<file path="src/rtl/lfsb_pkg.sv">
// Shared types, constants and byte tables for the LCD frame byte sequencer.
package lfsb_pkg;

   // Frame geometry
   localparam int PANEL_COLS = 480;
   localparam int PANEL_ROWS = 320;
   localparam int BAND_ROWS  = 1;

   localparam int POS_W  = 9;
   localparam int PASS_W = 4;
   localparam int IDX_W  = 4;
   localparam int CNT_W  = 6;

   localparam logic [POS_W:0] WIDTH_C  = (POS_W + 1)'(PANEL_COLS);
   localparam logic [POS_W:0] HEIGHT_C = (POS_W + 1)'(PANEL_ROWS);
   localparam logic [POS_W:0] BAND_C   = (POS_W + 1)'(BAND_ROWS);

   localparam logic [PASS_W-1:0] PASS_COUNT_RESET = 4'd2;
   localparam logic [CNT_W-1:0]  MAX_BYTES        = 6'd26;

   // Queue between front and back
   localparam int QUEUE_DEPTH = 2;
   localparam int QPTR_W      = $clog2(QUEUE_DEPTH);

   // Panel command codes
   localparam logic [7:0] CMD_DISPLAY_OFF = 8'h28;
   localparam logic [7:0] CMD_DISPLAY_ON  = 8'h29;
   localparam logic [7:0] CMD_COL_WINDOW  = 8'h2A;
   localparam logic [7:0] CMD_ROW_WINDOW  = 8'h2B;
   localparam logic [7:0] CMD_MEM_WRITE   = 8'h2C;
   localparam logic [7:0] PAD_BYTE        = 8'h00;

   localparam logic [7:0] COL_END_HI = 8'((PANEL_COLS - 1) >> 8);
   localparam logic [7:0] COL_END_LO = 8'((PANEL_COLS - 1) & 255);

   // Segment lengths in bytes, minus one
   localparam logic [IDX_W-1:0] CMD_LAST_IDX   = 4'd1;
   localparam logic [IDX_W-1:0] CASET_LAST_IDX = 4'd9;
   localparam logic [IDX_W-1:0] RASET_LAST_IDX = 4'd11;

   typedef enum logic [6:0] {
      SEG_START  = 7'b0000001,
      SEG_ONPRE  = 7'b0000010,
      SEG_OFF    = 7'b0000100,
      SEG_CASET  = 7'b0001000,
      SEG_RASET  = 7'b0010000,
      SEG_PIX    = 7'b0100000,
      SEG_ONPOST = 7'b1000000
   } seg_type;

   // One pixel's work, classified by the front
   typedef struct packed {
      logic              on_pre;
      logic              frame_off;
      logic              frame_start;
      logic              band_start;
      logic              on_post;
      logic [15:0]       pix;
      logic [POS_W-1:0]  row_first;
      logic [POS_W-1:0]  row_end;
   } job_type;

   function automatic seg_type from_pix(job_type j);
      return j.on_post ? SEG_ONPOST : SEG_START;
   endfunction

   function automatic seg_type from_raset(job_type j);
      return j.band_start ? SEG_RASET : SEG_PIX;
   endfunction

   function automatic seg_type from_caset(job_type j);
      return j.frame_start ? SEG_CASET : from_raset(j);
   endfunction

   function automatic seg_type from_off(job_type j);
      return j.frame_off ? SEG_OFF : from_caset(j);
   endfunction

   // Next enabled segment after seg; SEG_START means the item is done
   function automatic seg_type next_seg(seg_type seg, job_type j);
      seg_type nxt;
      case (seg)
         SEG_START: begin
            nxt = j.on_pre ? SEG_ONPRE : from_off(j);
         end
         SEG_ONPRE:  nxt = from_off(j);
         SEG_OFF:    nxt = from_caset(j);
         SEG_CASET:  nxt = from_raset(j);
         SEG_RASET:  nxt = SEG_PIX;
         SEG_PIX:    nxt = from_pix(j);
         SEG_ONPOST: nxt = SEG_START;
         default:    nxt = SEG_START;
      endcase
      return nxt;
   endfunction

   function automatic logic [IDX_W-1:0] seg_last_idx(seg_type seg);
      logic [IDX_W-1:0] li;
      case (seg)
         SEG_CASET: li = CASET_LAST_IDX;
         SEG_RASET: li = RASET_LAST_IDX;
         default:   li = CMD_LAST_IDX;
      endcase
      return li;
   endfunction

   // Returns {data_not_command, byte}
   function automatic logic [8:0] seg_byte(seg_type seg, logic [IDX_W-1:0] idx, job_type j);
      logic [8:0] r;
      r = {1'b0, PAD_BYTE};
      case (seg)
         SEG_ONPRE, SEG_ONPOST: begin
            if (idx[0]) r = {1'b0, CMD_DISPLAY_ON};
         end
         SEG_OFF: begin
            if (idx[0]) r = {1'b0, CMD_DISPLAY_OFF};
         end
         SEG_CASET: begin
            case (idx)
               4'd0:    r = {1'b0, PAD_BYTE};
               4'd1:    r = {1'b0, CMD_COL_WINDOW};
               4'd7:    r = {1'b1, COL_END_HI};
               4'd9:    r = {1'b1, COL_END_LO};
               default: r = {1'b1, PAD_BYTE};
            endcase
         end
         SEG_RASET: begin
            case (idx)
               4'd0:    r = {1'b0, PAD_BYTE};
               4'd1:    r = {1'b0, CMD_ROW_WINDOW};
               4'd3:    r = {1'b1, 7'd0, j.row_first[POS_W-1]};
               4'd5:    r = {1'b1, j.row_first[7:0]};
               4'd7:    r = {1'b1, 7'd0, j.row_end[POS_W-1]};
               4'd9:    r = {1'b1, j.row_end[7:0]};
               4'd10:   r = {1'b0, PAD_BYTE};
               4'd11:   r = {1'b0, CMD_MEM_WRITE};
               default: r = {1'b1, PAD_BYTE};
            endcase
         end
         SEG_PIX: begin
            r = idx[0] ? {1'b1, j.pix[7:0]} : {1'b1, j.pix[15:8]};
         end
         default: r = {1'b0, PAD_BYTE};
      endcase
      return r;
   endfunction

endpackage

</file>
<file path="src/rtl/lcd_frame_spi_byte_sequencer_top.sv">
// Top level of the LCD frame byte sequencer: pixel stream in, panel byte stream out.
//
//   channel   dir   handshake              payload
//   req       in    req_valid/req_ready    req_blue, req_green, req_red
//   rsp       out   rsp_valid/rsp_ready    rsp_spi_byte, rsp_data_not_command, rsp_last
//   csr       in    csr_wr_en (no wait)    csr_pass_count
//
// Each pixel yields two bytes at one byte per cycle while the output is not
// stalled; the back end's byte sequencer sets that pace. A band start adds
// 12 command/parameter bytes, a frame start 10 more (12 on the first pass).
// Reset is synchronous, active high; pass_count resets to 2 and all
// counters to zero. A two-entry job queue lets the front keep taking
// pixels while the output register holds a stalled byte.
module lcd_frame_spi_byte_sequencer_top import lfsb_pkg::*; (
   input  logic              clock,
   input  logic              reset,
   input  logic              req_valid,
   output logic              req_ready,
   input  logic [7:0]        req_blue,
   input  logic [7:0]        req_green,
   input  logic [7:0]        req_red,
   output logic              rsp_valid,
   input  logic              rsp_ready,
   output logic [7:0]        rsp_spi_byte,
   output logic              rsp_data_not_command,
   output logic              rsp_last,
   input  logic              csr_wr_en,
   input  logic [PASS_W-1:0] csr_pass_count
);

   logic [PASS_W-1:0] pass_count_ff, pass_count_in;

   logic    q_push, q_ready, q_pop, q_valid;
   job_type q_in_job, q_head_job;

   // Hold the pass count; a write lands at the next rising edge
   always_comb begin
      pass_count_in = csr_wr_en ? csr_pass_count : pass_count_ff;
   end

   always_ff @(posedge clock) begin
      if (reset) begin
         pass_count_ff <= PASS_COUNT_RESET;
      end else begin
         pass_count_ff <= pass_count_in;
      end
   end

   // Classify each pixel: which command bursts precede and follow it
   lfsb_front u_front (
      .clock      (clock),
      .reset      (reset),
      .pass_count (pass_count_ff),
      .req_valid  (req_valid),
      .req_ready  (req_ready),
      .req_blue   (req_blue),
      .req_green  (req_green),
      .req_red    (req_red),
      .q_ready    (q_ready),
      .q_push     (q_push),
      .q_job      (q_in_job)
   );

   // Decouple classification from byte emission
   lfsb_queue u_queue (
      .clock      (clock),
      .reset      (reset),
      .push       (q_push),
      .push_job   (q_in_job),
      .push_ready (q_ready),
      .pop        (q_pop),
      .head_valid (q_valid),
      .head_job   (q_head_job)
   );

   // Emit bytes; drop the job once its last byte is loaded
   lfsb_back u_back (
      .clock                (clock),
      .reset                (reset),
      .head_valid           (q_valid),
      .head_job             (q_head_job),
      .pop                  (q_pop),
      .rsp_valid            (rsp_valid),
      .rsp_ready            (rsp_ready),
      .rsp_spi_byte         (rsp_spi_byte),
      .rsp_data_not_command (rsp_data_not_command),
      .rsp_last             (rsp_last)
   );

endmodule

</file>
<file path="src/rtl/lfsb_front.sv">
// Front end: accepts pixels, tracks column, row, band and pass, classifies each item.
module lfsb_front import lfsb_pkg::*; (
   input  logic              clock,
   input  logic              reset,
   input  logic [PASS_W-1:0] pass_count,
   input  logic              req_valid,
   output logic              req_ready,
   input  logic [7:0]        req_blue,
   input  logic [7:0]        req_green,
   input  logic [7:0]        req_red,
   input  logic              q_ready,
   output logic              q_push,
   output job_type           q_job
);

   logic [POS_W-1:0]  col_ff, col_in;
   logic [POS_W-1:0]  row_ff, row_in;
   logic [POS_W-1:0]  band_ff, band_in;
   logic [PASS_W-1:0] pass_ff, pass_in;
   logic              on_pend_ff, on_pend_in;

   logic [POS_W:0]    col_inc, row_inc, band_inc, row_sum;
   logic [PASS_W-1:0] passes;
   logic              col_end, row_end, pass_end, frame_done;
   logic              frame_start, frame_off, band_start, on_fits;
   logic [CNT_W-1:0]  n_pre;
   logic [POS_W-1:0]  row_end_val;

   always_comb begin
      col_inc  = {1'b0, col_ff} + 10'd1;
      row_inc  = {1'b0, row_ff} + 10'd1;
      band_inc = {1'b0, band_ff} + 10'd1;
      passes   = (pass_count == '0) ? 4'd1 : pass_count;
      col_end  = col_inc >= WIDTH_C;
      row_end  = row_inc >= HEIGHT_C;
      pass_end = ({1'b0, pass_ff} + 5'd1) >= {1'b0, passes};
      frame_done  = col_end && row_end && pass_end;
      frame_start = (col_ff == '0) && (row_ff == '0);
      frame_off   = frame_start && (pass_ff == '0);
      band_start  = (col_ff == '0) && (band_ff == '0);

      row_sum     = {1'b0, row_ff} + BAND_C;
      row_end_val = (row_sum > HEIGHT_C) ? POS_W'(HEIGHT_C - 10'd1)
                                         : POS_W'(row_sum - 10'd1);

      // Count the bytes ahead of the display-on command
      n_pre = 6'd2;
      if (on_pend_ff) n_pre = n_pre + 6'd2;
      if (frame_start) n_pre = n_pre + (frame_off ? 6'd12 : 6'd10);
      if (band_start) n_pre = n_pre + 6'd12;
      on_fits = (n_pre + 6'd2) <= MAX_BYTES;

      q_job.on_pre      = on_pend_ff;
      q_job.frame_off   = frame_off;
      q_job.frame_start = frame_start;
      q_job.band_start  = band_start;
      q_job.on_post     = frame_done && on_fits;
      q_job.pix         = {req_red[7:3], req_green[7:2], req_blue[7:3]};
      q_job.row_first   = row_ff;
      q_job.row_end     = row_end_val;

      req_ready = q_ready;
      q_push    = req_valid && q_ready;

      col_in     = col_ff;
      row_in     = row_ff;
      band_in    = band_ff;
      pass_in    = pass_ff;
      on_pend_in = on_pend_ff;
      if (q_push) begin
         on_pend_in = frame_done && !on_fits;
         if (col_end) begin
            col_in = '0;
            if (row_end) begin
               row_in  = '0;
               band_in = '0;
               pass_in = pass_end ? '0 : PASS_W'(pass_ff + 4'd1);
            end else begin
               row_in  = POS_W'(row_inc);
               band_in = (band_inc >= BAND_C) ? '0 : POS_W'(band_inc);
            end
         end else begin
            col_in = POS_W'(col_inc);
         end
      end
   end

   always_ff @(posedge clock) begin
      if (reset) begin
         col_ff     <= '0;
         row_ff     <= '0;
         band_ff    <= '0;
         pass_ff    <= '0;
         on_pend_ff <= 1'b0;
      end else begin
         col_ff     <= col_in;
         row_ff     <= row_in;
         band_ff    <= band_in;
         pass_ff    <= pass_in;
         on_pend_ff <= on_pend_in;
      end
   end

   // A frame always opens a band
   a_frame_opens_band: assert property (@(posedge clock) disable iff (reset)
      (q_push && frame_start) |-> band_start)
      else $error("frame start without band start");

endmodule

</file>
<file path="src/rtl/lfsb_queue.sv">
// Short job queue between the front and back ends.
module lfsb_queue import lfsb_pkg::*; (
   input  logic    clock,
   input  logic    reset,
   input  logic    push,
   input  job_type push_job,
   output logic    push_ready,
   input  logic    pop,
   output logic    head_valid,
   output job_type head_job
);

   job_type           mem_ff [QUEUE_DEPTH];
   logic [QPTR_W-1:0] wptr_ff, wptr_in;
   logic [QPTR_W-1:0] rptr_ff, rptr_in;
   logic [QPTR_W:0]   count_ff, count_in;

   always_comb begin
      push_ready = count_ff != (QPTR_W + 1)'(QUEUE_DEPTH);
      head_valid = count_ff != '0;
      head_job   = mem_ff[rptr_ff];
      // Pointers wrap naturally; depth is a power of two
      wptr_in  = push ? QPTR_W'(wptr_ff + 1'b1) : wptr_ff;
      rptr_in  = pop  ? QPTR_W'(rptr_ff + 1'b1) : rptr_ff;
      count_in = count_ff;
      if (push && !pop) count_in = count_ff + 1'b1;
      if (pop && !push) count_in = count_ff - 1'b1;
   end

   always_ff @(posedge clock) begin
      if (push) mem_ff[wptr_ff] <= push_job;
   end

   always_ff @(posedge clock) begin
      if (reset) begin
         wptr_ff  <= '0;
         rptr_ff  <= '0;
         count_ff <= '0;
      end else begin
         wptr_ff  <= wptr_in;
         rptr_ff  <= rptr_in;
         count_ff <= count_in;
      end
   end

   a_no_overflow: assert property (@(posedge clock) disable iff (reset)
      push |-> push_ready)
      else $error("push into full queue");

   a_no_underflow: assert property (@(posedge clock) disable iff (reset)
      pop |-> head_valid)
      else $error("pop from empty queue");

endmodule

</file>
<file path="src/rtl/lfsb_back.sv">
// Back end: walks each job's command, parameter and pixel segments, one byte a cycle unless stalled.
module lfsb_back import lfsb_pkg::*; (
   input  logic       clock,
   input  logic       reset,
   input  logic       head_valid,
   input  job_type    head_job,
   output logic       pop,
   output logic       rsp_valid,
   input  logic       rsp_ready,
   output logic [7:0] rsp_spi_byte,
   output logic       rsp_data_not_command,
   output logic       rsp_last
);

   seg_type          seg_ff, seg_in;
   logic [IDX_W-1:0] idx_ff, idx_in;
   logic             valid_ff, valid_in;
   logic [7:0]       byte_ff, byte_in;
   logic             dc_ff, dc_in;
   logic             last_ff, last_in;

   seg_type          cur_seg, nxt_seg;
   logic             load, seg_done;
   logic [8:0]       dc_byte;

   always_comb begin
      cur_seg  = (seg_ff == SEG_START) ? next_seg(SEG_START, head_job) : seg_ff;
      nxt_seg  = next_seg(cur_seg, head_job);
      seg_done = idx_ff == seg_last_idx(cur_seg);
      load     = head_valid && (!valid_ff || rsp_ready);
      pop      = load && seg_done && (nxt_seg == SEG_START);
      dc_byte  = seg_byte(cur_seg, idx_ff, head_job);

      valid_in = load || (valid_ff && !rsp_ready);
      byte_in  = byte_ff;
      dc_in    = dc_ff;
      last_in  = last_ff;
      seg_in   = seg_ff;
      idx_in   = idx_ff;
      if (load) begin
         byte_in = dc_byte[7:0];
         dc_in   = dc_byte[8];
         last_in = seg_done && (nxt_seg == SEG_START);
         if (seg_done) begin
            seg_in = nxt_seg;
            idx_in = '0;
         end else begin
            seg_in = cur_seg;
            idx_in = idx_ff + 1'b1;
         end
      end
   end

   always_ff @(posedge clock) begin
      if (reset) begin
         seg_ff   <= SEG_START;
         idx_ff   <= '0;
         valid_ff <= 1'b0;
      end else begin
         seg_ff   <= seg_in;
         idx_ff   <= idx_in;
         valid_ff <= valid_in;
      end
   end

   always_ff @(posedge clock) begin
      byte_ff <= byte_in;
      dc_ff   <= dc_in;
      last_ff <= last_in;
   end

   assign rsp_valid            = valid_ff;
   assign rsp_spi_byte         = byte_ff;
   assign rsp_data_not_command = dc_ff;
   assign rsp_last             = last_ff;

   a_seg_onehot: assert property (@(posedge clock) disable iff (reset)
      $onehot(seg_ff))
      else $error("segment state not one-hot");

   a_pop_marks_last: assert property (@(posedge clock) disable iff (reset)
      pop |=> (rsp_valid && rsp_last))
      else $error("item retired without last byte");

   a_idx_in_segment: assert property (@(posedge clock) disable iff (reset)
      idx_ff <= seg_last_idx(cur_seg))
      else $error("byte index beyond segment");

endmodule
</file>
<file path="config.mk">
export PLATFORM = sky130hd
export DESIGN_NAME = lcd_frame_spi_byte_sequencer_top
export DESIGN_NICKNAME = d
export VERILOG_FILES = /design/src/rtl/lfsb_pkg.sv /design/src/rtl/lcd_frame_spi_byte_sequencer_top.sv /design/src/rtl/lfsb_front.sv /design/src/rtl/lfsb_queue.sv /design/src/rtl/lfsb_back.sv
export SDC_FILE = /design/constraint.sdc
export NUM_CORES = 1
export LEC_CHECK = 0
export ABC_AREA = 1
export ABC_CLOCK_PERIOD_IN_PS = 7900
export BUFFER_PORTS_ARGS = -buffer_cell sky130_fd_sc_hd__buf_4
export CAP_MARGIN = 20
export CORE_ASPECT_RATIO = 0.9
export CORE_MARGIN = 2
export CORE_UTILIZATION = 60
export CTS_CLUSTER_SIZE = 20
export DETAILED_ROUTE_END_ITERATION = 16
export PLACE_DENSITY = 0.79
export SLEW_MARGIN = 30
export SYNTH_ARGS = -nofsm -noshare
export SYNTH_HDL_FRONTEND = slang
export SYNTH_HIERARCHICAL = 1
export SYNTH_SLANG_ARGS = --single-unit
</file>
<file path="constraint.sdc">
create_clock -name clock -period 7.9 [get_ports clock]
set_clock_uncertainty 0.05 [all_clocks]
set_input_delay 1.58 -clock clock [delete_from_list [all_inputs] [get_ports clock]]
set_output_delay 1.58 -clock clock [all_outputs]
set_load 0.1 [all_outputs]
</file>
[Word level (Yosys, flattened, before mapping)]
Memory sizes are Yosys's and may differ from the RTL's. A register that Yosys moved wholly into a read port is not among the register bits.
Cells that the tools add are included.
Storage, ports and cells
  bits in registers: 62
  bits in writable memories: 78
  bits of input ports: 33
  output and inout port bits: 12
  word-level logic and storage cells: 121
  memories kept: 1
Operators by class
  add/sub/neg operators: 14
  $lt $le $gt $ge: 6
  equality and inequality tests: 18
  multiplexer cells: 33
  reduce and logical (&&, ||, !) cells: 34
Memories
  u_queue.mem_ff: depth 2, width 39, rd ports 1, clocked after Yosys merged registers in 1, wr ports 1, RTL line lfsb_queue.sv:13  | job_type mem_ff [QUEUE_DEPTH];
Operators by type and width (number)
  $pmux W9 S7: 1
  $mux W9: 5
  $pmux W9 S5: 1
  $mux W7: 6
  $pmux W7 S6: 1
  $pmux W9 S4: 1
  $add A9 B1 Y10 const B: 3
  $mux W6: 5
  $logic_not A9 Y1: 3
  $eq A7 B1 Y1 const B: 3
  $ge A10 B9 Y1 const B: 2
  $logic_and A1 B1 Y1: 15
  $eq A4 B4 Y1 const B: 3
  $logic_not A4 Y1: 3
  $mux W4: 3
  $ge A10 B1 Y1 const B: 1
  $gt A10 B9 Y1 const B: 1
  $sub A9 B1 Y9 const B: 1
  $add A4 B1 Y4 const B: 2
  $eq A4 B3 Y1 const B: 2
  $mux W8: 1
  $pmux W4 S2: 1
  $eq A7 B2 Y1 const B: 1
  $eq A7 B3 Y1 const B: 1
  other kinds (26): 39

[Longest topological paths before layout]
  word-level depth: 14
  depth in mapped cells: 23
  gate-level depth less buffers: 22

[Modules after synthesis]
The synthesis kept the hierarchy.
Modules (own cells, without submodules)
  lfsb_queue: instances 1, cells each 153, area an instance 3084.2 um2, sequential area each 2442.3 um2
  lfsb_front: instances 1, cells each 370, area an instance 2397.3 um2, sequential area each 640.6 um2
  lfsb_back: instances 1, cells each 265, area an instance 1740.4 um2, sequential area each 540.5 um2
  lcd_frame_spi_byte_sequencer_top: instances 1, cells each 25, area an instance 167.7 um2, sequential area each 80.1 um2

[Least setup slack after synthesis]
OpenSTA, ideal clock, no wires.
  path type: input port to flip-flop
  start point: input port req_valid
  end point: memory u_queue/mem_ff[0][0] in the netlist's numbering (enable)
  library setup time: 435 ps
  arrival time: 3861 ps
  data required time: 7415 ps
  slack: 3553 ps
  cell stages on the path: 5
  path buffers: 1
  cells stage by stage: nand2_1 -> inv_1 -> buf_1 -> inv_1 -> nor2_1
Between the ends
  cells in the longest elaborated chain, start to end: 3
Ends and longest elaborated chain
  start, declared: RTL line lcd_frame_spi_byte_sequencer_top.sv:17  | input logic req_valid,
  $logic_and A1 B1 Y1: RTL line lfsb_front.sv:63  | q_push = req_valid && q_ready;
  named net q_push: RTL line lcd_frame_spi_byte_sequencer_top.sv:33  | logic q_push, q_ready, q_pop, q_valid;
  $mux W1: RTL line lfsb_queue.sv:31  | if (push) mem_ff[wptr_ff] <= push_job;
  $mux W1 (implied by the code): RTL line lfsb_queue.sv:31
  end, declared: RTL line lfsb_queue.sv:13
The timed path passes the listed nets, and every way through them passes these cells.

==> flow_summary.rst <==
.. list-table::
   :header-rows: 1

   * - Metric
     - Value
   * - Site row count
     - 38
   * - Critical Path End Type
     - register
   * - Cts bufs inserted
     - 17
   * - Remaining antenna violation count after routing
     - 0
   * - Global placer's final weighted congestion
     - 0.901
   * - Final standard cell utilization of the core
     - 0.684
   * - Via count of the first global-routing pass
     - 5487
   * - Initial cell density of the core
     - 0.614
   * - Maximum number of pins on one net before global-route repair
     - 40
   * - Number of nets produced by synthesis
     - 863
   * - Worst Setup Slack, final
     - 4.20 ns
   * - Sort of element at the start of the critical path
     - register
   * - Leading cell types in the layout, fill and taps excluded
     - 178 x nand2_1, 95 x inv_1, 88 x edfxtp_1
   * - Number of distinct library cells after synthesis
     - 50
   * - Final global-route overflow total
     - 0
   * - Minimum hold slack
     - 0.405 ns
   * - Number of inserted diodes
     - 0
   * - Clock tree from TritonCTS
     - built
   * - Post-Syn Instances
     - 813
   * - HPWL after detailed placement
     - about 11000 um
   * - First-pass DRT Iterations
     - 5
   * - Critical path type
     - register to register
   * - Proportion of synthesized chip area in sequential cells
     - 0.501
   * - Peak VDD IR
     - 0.153 mV
   * - Number of sinks on the clock net
     - between 100 and 150
   * - Worst endpoint data arrival time
     - between 4 and 5 ns
   * - Sequential power share
     - 0.352
   * - Clock Tree Root
     - clkbuf_16
   * - Fin. max-slew vios
     - 0
   * - Internal portion of total power
     - 1740 uW
   * - Max Freq
     - 0.270 GHz
   * - PD cells
     - 349 nW/um2
   * - DRC violations left
     - 0
   * - # Max-Cap Violations
     - 0
   * - IO buf count
     - 36
   * - Part of the cycle the worst path needs
     - 0.469
   * - Placement-stage worst setup slack
     - 4.06 ns
   * - Via density per instance
     - 5.51
   * - Transition at the pin with the smallest max-transition slack
     - 0.832 ns
   * - Outcome
     - completed
   * - Post-CTS setup buffer count
     - 0
   * - Cell area reported after detailed placement
     - 7630 um2
   * - Hold Buf Count CTS
     - 0
   * - Chip Width
     - 121 um
   * - Number of hold violations in the final report
     - 0
   * - Total I/O pin count
     - 45
   * - Full die area
     - 13200 um2
   * - Total of warnings raised by yosys
     - 6
   * - Crit path time final
     - 3.70 ns
   * - # resized after CTS
     - 0
   * - Total via count after detailed routing
     - 5531
   * - Min-Delay Startpoint
     - u_front/band_ff[6]$_SDFFE_PP0P_
   * - Growth of design area from synthesis to finish
     - 11.4%
   * - Net load switching power
     - between 1000 and 1500 uW
   * - Count of routing violations after the opening detailed-route iteration
     - 418
   * - Clock latency reported for the late side of the worst-skew pair
     - between 0.4 and 0.5 ns
   * - Overall fraction of global-route tracks in use
     - 0.251
   * - Avg Cell Area, Syn
     - 9.09 um2
   * - Layout cell share with drive strength beyond 1
     - 0.186
   * - Total number of nets in the final design
     - 881
   * - Die boundary height
     - 109 um
   * - Cell Area, Synth
     - around 7400 um2
   * - Routed wire length
     - 15800 um
   * - Final Cell Area
     - 8230 um2
   * - Power share of the combinational group
     - 0.367
   * - First-pass GRT wire length
     - 25600 um
   * - Part of the total power dissipated in the clock network
     - 0.280
   * - Finish-stage setup viols
     - 0
   * - Hold Crit Class
     - register to register
   * - Relative max-transition margin
     - 0.444
   * - Buffers from clock root to sink, at most
     - 2
   * - Setup repair after global routing missed its margin
     - false
   * - Required arrival time at the worst endpoint
     - a little over 8 ns
   * - WL/cell
     - about 16 um
   * - Async S/R FF share, synth
     - 0
   * - Dominant register cell in the synthesized netlist
     - edfxtp_1
   * - Leakage power
     - 0.00348 uW
   * - Count of state elements after synthesis
     - 141
   * - Leading cell type in the layout, fill and taps excluded
     - nand2_1
   * - Setup tns final
     - 0 ns
   * - Peak fanout along the critical path
     - 39
   * - Switching fraction of total power
     - 0.394
   * - Clock transition at path regs
     - ~0.060 ns
   * - Number of antenna violations at the first check in global routing
     - 0
   * - Number of enable flip-flop cells after synthesis
     - a little under 90
   * - H-Tree Depth
     - 4
   * - Core area
     - 12000 um2
==> power by group through the flow <==
stage          Sequential, uW  Clock [uW]  Combinational (uW)
2_1_floorplan            1170           0                 695
3_3_place_gp             1020           0                1020
3_5_place_dp             1020           0                1040
4_1_cts                  1010         817                1050
5_1_grt                  1020         843                1150
6_report                 1010         805                1050
==> per-stage QoR <==
| stage | total power (uW) | cells |
|---|---|---|
| global route | 3020 | 1004 |
| global placement | 2030 | 971 |
| detailed placement | 2060 | 972 |
| CTS | 2880 | 1004 |
| finish | 2870 | 1004 |
| floorplan | 1860 | 813 |
==> cell type report <==
cell class | count | area (um2)
fill | 906 | 3800
sequential | 141 | 3710
multi-input combinational | 526 | 3020
clock buffer | 18 | 429
inverter | 107 | 403
timing repair buffer | 38 | 305
tap | 160 | 200
clock inverter | 14 | 169
==> final timing paths <==
check / endpoint / slack, ns / depth (start not counted)
hold reg to reg: u_front/band_ff[6]$_SDFFE_PP0P_ / 0.41 / 2
setup reg to reg: u_queue/count_ff[1]$_SDFFE_PP0P_ / 4.20 / 19
hold / removal: u_front/band_ff[6]$_SDFFE_PP0P_ / 0.41 / 2
setup / recovery: u_queue/count_ff[1]$_SDFFE_PP0P_ / 4.20 / 19
==> kinds of logic after synthesis <==
group           Yosys count  synth area share
simple gates            382             0.234
flops                   141             0.501
mux                      39            0.0645
compound gates           74            0.0610
buf+inv                 146            0.0923
fa+ha+maj                17            0.0288
xor+xnor                 14            0.0186
==> routing by layer <==
metal	up-vias	wire length, um	GRT usage
met5	-	0	0
met4	0	279	0.0930
met1	2622	6780	0.301
met3	29	796	0.0654
met2	165	7900	0.437
li1	2715	-	-
==> state kept, by name (all words and copies together) (netlist names), named ones only <==
name / flops
u_queue/mem_ff: 78
u_queue/count_ff: 2
u_front/row_ff: 9
u_back/seg_ff: 7
u_front/pass_ff: 4
u_back/rsp_last: 1
u_queue/wptr_ff: 1
u_back/rsp_data_not_command: 1
u_front/band_ff: 9
u_front/on_pend_ff: 1
u_front/col_ff: 9
u_queue/rptr_ff: 1
u_back/rsp_valid: 1
u_back/rsp_spi_byte: 8
pass_count_ff: 4
u_back/idx_ff: 4
==> cells in the mapped netlist (3+ instances only) <==
cell type  number  share of area
inv_2          11         0.0056
or2_2           4         0.0034
mux2_4         10          0.020
o21ai_0        14         0.0095
nand4_1        11         0.0093
nand3_1        65          0.044
buf_6           4         0.0061
nand2_4         3         0.0046
buf_4          24          0.024
nor2_1         83          0.042
a221oi_1        3         0.0036
ha_1           17          0.029
dfxtp_1        53           0.14
a21oi_1        33          0.022
o21ai_1         5         0.0034
a211o_1         3         0.0036
nand2_2         9         0.0076
edfxtp_1       88           0.36
a22o_1          3         0.0036
clkbuf_1        7         0.0036
inv_1          95          0.048
nor2_2          5         0.0042
nand2_1       178          0.090
xor2_1          8         0.0095
nor2_4          4         0.0061
mux2_2         29          0.044
nor3_1          7         0.0047
xnor2_1         4         0.0047
nor4_1          5         0.0042
==> critical path, cell delays in order, from the launching register on <==
cell and delay [ns]:
dfxtp_4 0.74, mux2_2 0.46, or2_2 0.30, nand3_1 0.08
nand2_1 0.10, nand2_1 0.16, nor2_4 0.06, nand2_2 0.19
nand2_1 0.11, nand2_1 0.09, nand2_2 0.13, nor2_8 0.20
nand2_2 0.09, nor2_1 0.19, ha_1 0.30, inv_1 0.09
nand2_1 0.07, nor2_1 0.09, nor2_1 0.05, nor2_1 0.10
Power figures use the tool's default switching activity.
